`src/design/tscw_pkg.sv`:
```
// Shared constants and types for the text screen character writer.
package tscw_pkg;

	localparam int COLUMNS_DEF = 80;
	localparam int ROWS_DEF    = 25;

	localparam int COL_W  = 7;
	localparam int ROW_W  = 5;
	localparam int CHAR_W = 8;

	localparam logic [CHAR_W-1:0] CODE_CR    = 8'h0D;
	localparam logic [CHAR_W-1:0] CODE_LF    = 8'h0A;
	localparam logic [CHAR_W-1:0] CODE_SPACE = 8'h20;

	localparam logic REQ_WRITE = 1'b0;
	localparam logic REQ_READ  = 1'b1;

	typedef struct packed {
		logic cr;
		logic lf;
		logic adv;
		logic clr_flag;
	} cur_cmd_t;

	typedef struct packed {
		logic [COL_W-1:0] col;
		logic [ROW_W-1:0] row;
		logic [ROW_W-1:0] top;
		logic             flag;
	} cur_state_t;

endpackage

```
`src/design/tscw_cursor.sv`:
```
// Cursor, top-row pointer and scroll flag of the text screen.
module tscw_cursor #(
	parameter int COLUMNS = tscw_pkg::COLUMNS_DEF,
	parameter int ROWS    = tscw_pkg::ROWS_DEF
) (
	input  logic                   clk,
	input  logic                   arst_n,
	input  tscw_pkg::cur_cmd_t     cmd,
	output tscw_pkg::cur_state_t   cur,
	output logic                   scroll
);
	import tscw_pkg::*;

	localparam int CW = $clog2(COLUMNS);
	localparam int RW = $clog2(ROWS);

	logic [CW-1:0] col_q;
	logic [RW-1:0] row_q;
	logic [RW-1:0] top_q;
	logic          flag_q;

	logic at_last_col;
	logic step_row;

	assign at_last_col = col_q == CW'(COLUMNS - 1);
	assign step_row    = cmd.lf | (cmd.adv & at_last_col);
	assign scroll      = step_row & (row_q == RW'(ROWS - 1));

	always_ff @(posedge clk or negedge arst_n) begin
		if (!arst_n) begin
			col_q  <= '0;
			row_q  <= '0;
			top_q  <= '0;
			flag_q <= 1'b0;
		end else begin
			if (cmd.cr)
				col_q <= '0;
			if (cmd.adv)
				col_q <= at_last_col ? '0 : col_q + 1'b1;
			if (step_row) begin
				if (scroll) begin
					top_q  <= (top_q == RW'(ROWS - 1)) ? '0 : top_q + 1'b1;
					flag_q <= 1'b1;
				end else begin
					row_q <= row_q + 1'b1;
				end
			end
			if (cmd.clr_flag)
				flag_q <= 1'b0;
		end
	end

	assign cur.col  = COL_W'(col_q);
	assign cur.row  = ROW_W'(row_q);
	assign cur.top  = ROW_W'(top_q);
	assign cur.flag = flag_q;

endmodule

```
`config.mk`:
```
export PLATFORM = sky130hd
export DESIGN_NAME = tscw_cursor
export DESIGN_NICKNAME = d
export VERILOG_FILES = /design/src/design/tscw_pkg.sv /design/src/design/tscw_cursor.sv
export SDC_FILE = /design/constraint.sdc
export NUM_CORES = 1
export LEC_CHECK = 0
export BUFFER_PORTS_ARGS = -buffer_cell sky130_fd_sc_hd__buf_2
export CAP_MARGIN = 30
export CELL_PAD_IN_SITES_DETAIL_PLACEMENT = 0
export CELL_PAD_IN_SITES_GLOBAL_PLACEMENT = 1
export CORE_UTILIZATION = 35
export DETAILED_ROUTE_END_ITERATION = 8
export PLACE_DENSITY_LB_ADDON = 0.25
export SYNTH_ARGS = -nofsm -noshare
export SYNTH_HDL_FRONTEND = slang
export SYNTH_SLANG_ARGS = --single-unit
```
`constraint.sdc`:
```
create_clock -name clk -period 1.5 [get_ports clk]
set_input_delay 0 -clock clk [delete_from_list [all_inputs] [get_ports clk]]
set_output_delay 0 -clock clk [all_outputs]
set_load 0.01 [all_outputs]
```
==> out/results.ini, run 1 <==
[place]
dp.cells=176
place_ws_ns=-0.0135
hpwl_um=1840
place.gp.congestion=0.841
port_buffers=24
post_dp_cell_area_um2=1310

[layout]
final_cell_mix=buf_2 (23), buf_4 (22), dfrtp_1 (17)
nets=166
final_area_um2=1420
finalNonFillerCells=185
diodes=0
fill_cells=265
syn_to_final_growth_pct=41.0
drive_gt1_frac=0.429
final_common_cell=buf_2

[die]
ioPinCount=25
initial_core_util=0.368
die_width_um=55.6
rows=19
fp.dieH_um=55.6
core_um2=2730
die-area_um2=3090

[power_and_ir_drop]
peakVddDrop_v=0.000757
p_sw_frac=0.381
power.share.clock=0.154
power_density_nw_per_um2=1380
p_int_mw=1.21
p_comb_frac=0.451
power_leakage_nw=0.662
total_power_mw=1.95
netSwitchingPower_mw=0.743
pwr-share-seq=0.395

[routing]
vias=983
wl_per_cell_um=13.2
postRouteAntennaNets=0
firstDrtPassIters=4
wl_um=2440
drt_iter0_drc=23
via_per_inst=5.31
drc=0

[yosys]
netlist_area_um2=1000
synthArstFlopShare=1.00
avgSynthCellArea_um2=9.57
ys.flop_type=dfrtp_1
synth_edf_count=0
synthCells=105
synth_top_area_cell=dfrtp_1
ys_seq_elements=18
synth_cell_types=31
synth-seq-area-share=0.448
ys_warn_count=0
synthTopCellsByArea=dfrtp_1 (45%), o21ai_0 (8.5%), ha_1 (6.2%), nand3_1 (3.0%), inv_1 (3.0%)
syn_nets=116
synth_top_area_frac=0.448

[sta]
slew_headroom=0.724
fin_ws_ns=-0.0208
period_share=1.01
finalSetupViolations=1
final.setup.tns_ns=-0.0208
drv_slew=0
fin_skew_ns=0.00293
worst_pin_slew_ns=0.412
hold_violations=0
period_needed_ns=1.52
rsz0062_at_grt=yes
fmax_mhz=658

[outcome]
status=complete, but fails checks
violations=setup timing

[setup_path]
start_kind=flop
crit_arrival_ns=1.52
cp_max_fo=5
endpoint=scroll
reg2reg_to=row_q[3]$_DFFE_PN0P_
cp.required_ns=1.50
slowest_stage=dfrtp_1
max_stage_delay_ns=0.39
path_cells=ha_2 -> and3_4 -> a41o_4 -> nand2_4 -> inv_2 -> buf_6
crit_type=flop to output port
cp-end-kind=output port
reg2reg_from=col_q[1]$_DFFE_PN0P_
rrSetupSlack_ns=0.02
cp-startpoint=col_q[0]$_DFFE_PN0P_
worstRegToRegCells=5

[grt]
antenna_found_initial=0
grt_pass1_wl_um=4060
grt_max_degree=19
grtUsageTotal=0.164
grt_overflow_total=0
grt_pass1_vias=942

[clocking]
cts_tree=built
clkTransAtPathRegs_ns=0.10
cts_buffer_depth=2
clk_latency_ns=0.29
clockRootBuffer=clkbuf_4
cts_inserted_buffers=3
htree_num_levels=1
cts_num_sinks=18

[min_path]
min-delay-start=cmd[1]
hold_path.class=input port to flop

[job]
max_cap_viol_count=0

==> sequential cells by signal (all words and copies together) (netlist names) <==
| name | flops |
|---|---|
| col_q | 7 |
| row_q | 5 |
| top_q | 5 |
| flag_q | 1 |
==> routing by layer <==
layer,routed length [um],global-route usage
met5,0,0
met4,0,0.0714
met3,103,0.0233
met2,1130,0.262
met1,1210,0.222
==> final cells by class <==
type                            count  area [um2]  share of cell area
Tap cell                           31        38.8              0.0274
Timing Repair Buffer               48         312               0.220
Inverter                            8        30.0              0.0212
Multi-Input combinational cell     76         548               0.387
Clock buffer                        4        36.3              0.0256
Sequential cell                    18         452               0.319
==> cell usage after synthesis (2+ instances only) <==
cell	n
nand2_1	8
nand4b_1	2
a21oi_1	3
nand2b_1	2
nor2_1	6
xnor2_1	3
o21ai_0	17
nor2b_1	2
o31ai_1	3
nand4_1	2
nand3_1	6
o211ai_1	3
dfrtp_1	18
o221ai_1	2
inv_1	8
ha_1	5
==> power groups by stage <==
stage / logic (mW) / clock network, mW / registers (mW)
floorplan: 0.360 / 0 / 0.855
global placement: 0.832 / 0 / 0.764
detailed placement: 0.835 / 0 / 0.771
CTS: 0.877 / 0.317 / 0.768
global route: 0.970 / 0.330 / 0.796
finish: 0.878 / 0.300 / 0.770
==> through the flow <==
step | hold WS (ns) | util
floorplan | -0.296 | -
global placement | -0.0364 | 0.479
detailed placement | -0.0345 | 0.479
CTS | 0.0166 | 0.516
global route | 0.0519 | 0.518
finish | 0.0247 | 0.518
==> critical path: cells and delay by family, from the launching register on <==
kind / cells / cell delay, ns
fa+ha+maj: 1 / 0.19
flops: 1 / 0.39
simple gates: 2 / 0.26
buf+inv: 2 / 0.15
compound gates: 1 / 0.24
==> what timing repair did <==
item,in CTS,in global routing
endpoints found under the hold margin,19,0
pin swaps,4,4
endpoints found under the setup margin,6,12
buffers inserted,3,0
cloned,0,0
gates resized for setup,10,7
hold buffers,2,0
==> how the worst min path moves through the flow <==
| stage | endpoint | slack (ns) | cells after the start |
|---|---|---|---|
| after floorplan | col_q[0]$_DFFE_PN0P_ | -0.30 | 0 |
| after global placement | col_q[5]$_DFFE_PN0P_ | -0.04 | 1 |
| after detailed placement | col_q[5]$_DFFE_PN0P_ | -0.03 | 1 |
| after CTS | col_q[2]$_DFFE_PN0P_ | 0.02 | 3 |
| after global routing | col_q[2]$_DFFE_PN0P_ | 0.05 | 3 |
| final | col_q[2]$_DFFE_PN0P_ | 0.02 | 3 |
==> kinds of logic after synthesis <==
kind of cell	synth area share
simple gates	0.184
compound gates	0.219
flops	0.448
fa+ha+maj	0.0623
mux	0.0149
buf+inv	0.0448
xor+xnor	0.0262
Power figures use the tool's default switching activity.
==> inputs of run 2 (changes only) <==
Settings changed: CORE_UTILIZATION 35 to 39.
Clock period 1.5 ns to 1.4 ns, I/O delays scaled along.
==> run 2 against run 1 <==
The flow finishes with violations (DRC, setup timing). Clock skew rose by 0.0039 ns. Non-clock buffer count grew 4. Clock-buffer cell count did not move. Global-route usage increased by 3.8 points. Flip-flop and latch count did not move. Sequential share of layout area fell by 2.2 points. Cell count is 1.6% higher. Utilization is 10 points higher. Worst hold slack gained 0.030 ns. Via count up 3.7%.
==> out/results.ini, run 2 (synthesis gave the netlist of run 1 again) <==
[outcome]
status=complete, but fails checks
violations=DRC, setup timing

[power_and_ir_drop]
peakVddDrop_v=0.00120  ; +59%
power_density_nw_per_um2=1410  ; +2.4%
power_leakage_nw=0.693  ; +4.7%

[routing]
vias=1019  ; +3.7%
wl_per_cell_um=14.0  ; +6.1%
drc=1  ; +1
drt_iter0_drc=17  ; -26%
wl_um=2630  ; +7.8%
via_per_inst=5.42  ; +2.0%
firstDrtPassIters=6  ; +2
postRouteAntennaNets=0  ; unchanged

[setup_path]
cp-end-kind=flop
crit_type=flop to flop
reg2reg_from=col_q[0]$_DFFE_PN0P_
cp_max_fo=3  ; -2
start_kind=flop
cp.required_ns=1.59  ; +0.09 ns
cp-startpoint=col_q[0]$_DFFE_PN0P_
crit_arrival_ns=1.76  ; +0.24 ns

[grt]
grtUsageTotal=0.202  ; +0.0385
grt_pass1_vias=889  ; -5.6%
grt_overflow_total=0  ; unchanged
antenna_found_initial=0  ; unchanged
grt_max_degree=19  ; unchanged
grt_pass1_wl_um=4030  ; -0.69%

[sta]
timing.hold.ws_ns=0.0542  ; +0.0295 ns
period_share=1.12
slew_headroom=0.722  ; -0.00229
fmax_mhz=636
fin_skew_ns=0.00684  ; +0.00390 ns
hold_violations=0  ; unchanged
fin_ws_ns=-0.173  ; -0.152 ns
period_needed_ns=1.57
rsz0062_at_grt=yes
worst_pin_slew_ns=0.417  ; +0.00496 ns
finalSetupViolations=17  ; +16
drv_slew=0  ; unchanged
final.setup.tns_ns=-1.11  ; -1.09 ns

[clocking]
htree_num_levels=1  ; unchanged
cts_num_sinks=18  ; unchanged
cts_tree=built
clk_latency_ns=0.29  ; about the same
clockRootBuffer=clkbuf_4
clkTransAtPathRegs_ns=0.10  ; about the same
cts_inserted_buffers=3  ; unchanged
cts_buffer_depth=2  ; unchanged

[layout]
final_cell_mix=buf_2 (23), buf_4 (23), dfrtp_1 (17)
largest_register_ffs=7  ; unchanged
postLayoutCoreUtil=0.619  ; +0.101
largestRegisters=col_q: 7 flops, row_q: 5 flops, top_q: 5 flops
fill_cells=242  ; -8.7%
final_area_um2=1520  ; +7.3%
syn_to_final_growth_pct=51.3
regMostFlops=col_q
nets=170  ; +2.4%
diodes=0  ; unchanged
drive_gt1_frac=0.481  ; +0.0524

[place]
place.gp.congestion=0.794  ; -5.6%
post_dp_cell_area_um2=1290  ; -1.2%
port_buffers=24  ; unchanged
hpwl_um=1770  ; -3.7%
place_ws_ns=-0.317  ; -0.304 ns

[die]
fp.dieH_um=52.8  ; -5.1%
die_width_um=52.8  ; -5.1%
initial_core_util=0.409  ; +0.0418
rows=18  ; -1
ioPinCount=25  ; unchanged
die-area_um2=2780  ; -9.9%
core_um2=2450  ; -10%

[min_path]
hold_path.class=input port to flop
min-delay-start=cmd[3]

[job]
max_cap_viol_count=0  ; unchanged

[run 2: changes by cell type in the layout (fill, tap and decap cells not counted), sizes merged]
cell / delta
buf: +4
[run 2: layout make-up]
type                       count  area [um2]  share of cell area
multi-input combinational     76         622               0.409
tap                           30        37.5              0.0247
inverter                       8        30.0              0.0198
sequential                    18         452               0.297
clock buffer                   4        26.3              0.0173
timing repair buffer          52         353               0.232
[run 2: stage by stage]
| step | instances | power (mW) |
|---|---|---|
| after global placement | 173 | 1.69 |
| final | 188 | 2.14 |
| after CTS | 184 | 2.10 |
| after detailed placement | 173 | 1.71 |
| after global routing | 188 | 2.32 |
| after floorplan | 105 | 1.30 |
[run 2: path summary, 6_finish.rpt]
check	to	slack, ns	cells after the start
max	col_q[3]$_DFFE_PN0P_	-0.17	7
min	col_q[5]$_DFFE_PN0P_	0.05	4
max reg2reg	col_q[3]$_DFFE_PN0P_	-0.17	7
min reg2reg	flag_q$_DFFE_PN0P_	0.52	2
max in group asynchronous	row_q[0]$_DFFE_PN0P_	0.92	2
min in group asynchronous	row_q[1]$_DFFE_PN0P_	0.16	2
[run 2: power by group]
group	internal, mW	switching, mW	total [mW]	leakage (nW)
Sequential	0.667	0.169	0.836	0.223
Combinational	0.527	0.504	1.03	0.456
Clock	0.111	0.163	0.274	0.0150
[run 2: layer usage]
metal,track usage,up-vias,wire (um)
met5,0,-,0
met4,0.0658,0,35
met3,0.0377,8,90
met2,0.329,25,1310
met1,0.267,490,1190
li1,-,496,-
[run 2: repair_timing]
item                                    in CTS  in global routing
hold buffers                                 2                  0
pin swaps                                   10                  6
endpoints found under the hold margin       19                  0
resized for setup                           22                 14
setup buffers                                5                  4
endpoints found under the setup margin      12                 17
[run 2: critical path, stage by stage, from the launching register on]
cell and delay (ns):
dfrtp_1 0.38, ha_2 0.19, buf_4 0.11, buf_6 0.10
nand3_4 0.07, o31ai_4 0.28, o221ai_1 0.16, nor2b_2 0.17
==> inputs of run 3 (changes only) <==
Settings changed: CORE_UTILIZATION 39 to 41, SKIP_LAST_GASP set to 1.
Clock period 1.4 ns to 1.95 ns, I/O delays scaled along.
==> run 3 against run 2 <==
The run now ends clean. Via count fell by 9.7%. Wire length fell by 12%. Power fell by 37%. Critical path type is now flop to output port. First-iteration DRC count fell by 24%. Worst hold slack got worse by 0.040 ns. Largest cell class unchanged. Non-clock buffer count fell by 24. Sequential share of layout area rose by 7.3 points. Final area fell by 20%. Global-route usage fell by 0.20 points. Clock-buffer cell count did not move. Worst setup slack improved by 0.30 ns. Clock power fell by 14%.
==> out/results.ini, run 3 (synthesis gave the netlist of run 1 again) <==
[clocking]
htree_num_levels=1  ; unchanged
clk_latency_ns=0.30  ; about the same
post_cts_resized=0  ; -100%
cts_buffer_depth=2  ; unchanged
clkTransAtPathRegs_ns=0.11  ; about the same
cts_num_sinks=18  ; unchanged
clockRootBuffer=clkbuf_4
cts_tree=built
cts_inserted_buffers=3  ; unchanged

[grt]
grt_overflow_total=0  ; unchanged
antenna_found_initial=0  ; unchanged
grt_pass1_wl_um=3880  ; -3.6%
grt_use_met1=0.257  ; -0.0102
grt_max_degree=19  ; unchanged
grt_pass1_vias=871  ; -2.0%
grtUsageTotal=0.200  ; -0.00204
gr-usage-met2=0.318  ; -0.0109
top_usage_layer=met2
grt.met3_usage=0.0556  ; +0.0179

[routing]
firstDrtPassIters=4  ; -2
wl_per_cell_um=14.2  ; +2.0%
drt_iter0_drc=13  ; -4
wl_um=2310  ; -12%
postRouteAntennaNets=0  ; unchanged
drc=0  ; -1
via_per_inst=5.68  ; +4.8%
vias=920  ; -9.7%

[power_and_ir_drop]
peakVddDrop_v=0.000613  ; -49%
power_density_nw_per_um2=1110  ; -21%
total_power_mw=1.35  ; -37%
power_leakage_nw=0.561  ; -19%

[setup_path]
rrSetupSlack_ns=0.25  ; +0.42 ns
worstRegToRegCells=5  ; -2
cp-end-kind=output port
reg2reg_to=row_q[3]$_DFFE_PN0P_
cp-startpoint=col_q[0]$_DFFE_PN0P_
cp_max_fo=7  ; +4
cp.required_ns=1.95  ; +0.36 ns
path_cells=ha_1 -> and3_4 -> a41o_4 -> nand2_1 -> inv_1 -> buf_2
crit_arrival_ns=1.82  ; +0.06 ns
slowest_stage=dfrtp_1
endpoint=scroll
crit_type=flop to output port
start_kind=flop
reg2reg_from=col_q[0]$_DFFE_PN0P_
max_stage_delay_ns=0.43  ; +0.05 ns

[layout]
final_cell_mix=buf_2 (24), dfrtp_1 (18), o21ai_0 (17)
final_area_um2=1220  ; -20%
diodes=0  ; unchanged
drive_gt1_frac=0.254  ; -0.227
largestRegisters=col_q: 7 flops, row_q: 5 flops, top_q: 5 flops
nets=146  ; -14%
multiInputGateArea_um2=509  ; -18%
fill_cells=228  ; -5.8%
syn_to_final_growth_pct=21.0
largest_register_ffs=7  ; unchanged
regArea_um2=450  ; -0.28%
regMostFlops=col_q
final_common_cell=buf_2

[place]
place_ws_ns=0.268  ; +0.585 ns
place.gp.congestion=0.785  ; -1.1%
post_dp_cell_area_um2=1160  ; -10%
port_buffers=24  ; unchanged
hpwl_um=1690  ; -4.3%

[sta]
period_share=0.934
drv_slew=0  ; unchanged
fmax_mhz=549
finalSetupViolations=0  ; -17
period_needed_ns=1.82
fin_ws_ns=0.129  ; +0.302 ns
final.setup.tns_ns=0  ; +1.11 ns
rsz0062_at_grt=no
hold_violations=0  ; unchanged
fin_skew_ns=0.00710  ; +0.000259 ns
worst_pin_slew_ns=0.400  ; -0.0167 ns
slew_headroom=0.733  ; +0.0111

[die]
core_um2=2250  ; -8.2%
fp.dieH_um=51.5  ; -2.4%
die_width_um=51.5  ; -2.4%
rows=17  ; -1
die-area_um2=2650  ; -4.7%
ioPinCount=25  ; unchanged
initial_core_util=0.446  ; +0.0363

[outcome]
status=completed

[job]
max_cap_viol_count=0  ; unchanged

[min_path]
hold_path.class=input port to flop

-- run 3: layer usage --
metal	up-vias	routed length (um)
li1	440	-
met2	23	1140
met3	6	108
met1	451	1010
met5	-	0
met4	0	42
-- run 3: what timing repair did --
item                                   CTS  global route
endpoints found under the hold margin   19             0
setup buffers                            0             0
hold buffers                             2             0
-- run 3: critical path, delay by kind of cell, from the launching register on --
family                   cells  cell delay [ns]
flip-flops                   1             0.43
AND/OR/NAND/NOR              2             0.36
AO/OA/AOI/OAI                1             0.29
adder cells (fa/ha/maj)      1             0.25
buffers and inverters        2             0.19
-- run 3: power by group --
part	switching, mW	leakage (nW)	internal [mW]	total, mW
clock network	0.122	0.0210	0.114	0.236
registers	0.147	0.224	0.477	0.624
logic	0.259	0.317	0.228	0.487
total	0.528	0.561	0.819	1.35
-- run 3: area by class of cell --
class                      instances  area share
multi-input combinational         76       0.419
sequential                        18       0.370
timing repair buffer              28       0.128
clock buffer                       4      0.0298
tap                               28      0.0288
inverter                           8      0.0247
-- run 3: how the worst min path moves through the flow --
stage,startpoint,end,slack (ns),cells past startpoint
after CTS,cmd[1],col_q[2]$_DFFE_PN0P_,0.004,3
after global routing,cmd[1],col_q[2]$_DFFE_PN0P_,0.04,3
after detailed placement,arst_n,col_q[2]$_DFFE_PN0P_,-0.04,1
after floorplan,arst_n,col_q[0]$_DFFE_PN0P_,-0.30,0
after global placement,arst_n,col_q[2]$_DFFE_PN0P_,-0.04,1
final,cmd[1],col_q[2]$_DFFE_PN0P_,0.01,3
-- run 3: stage by stage --
step	hold slack [ns]	utilization	instances
floorplan	-0.296	-	105
global placement	-0.0400	0.514	156
detailed placement	-0.0414	0.514	156
CTS	0.00360	0.539	162
global route	0.0435	0.539	162
finish	0.0138	0.539	162
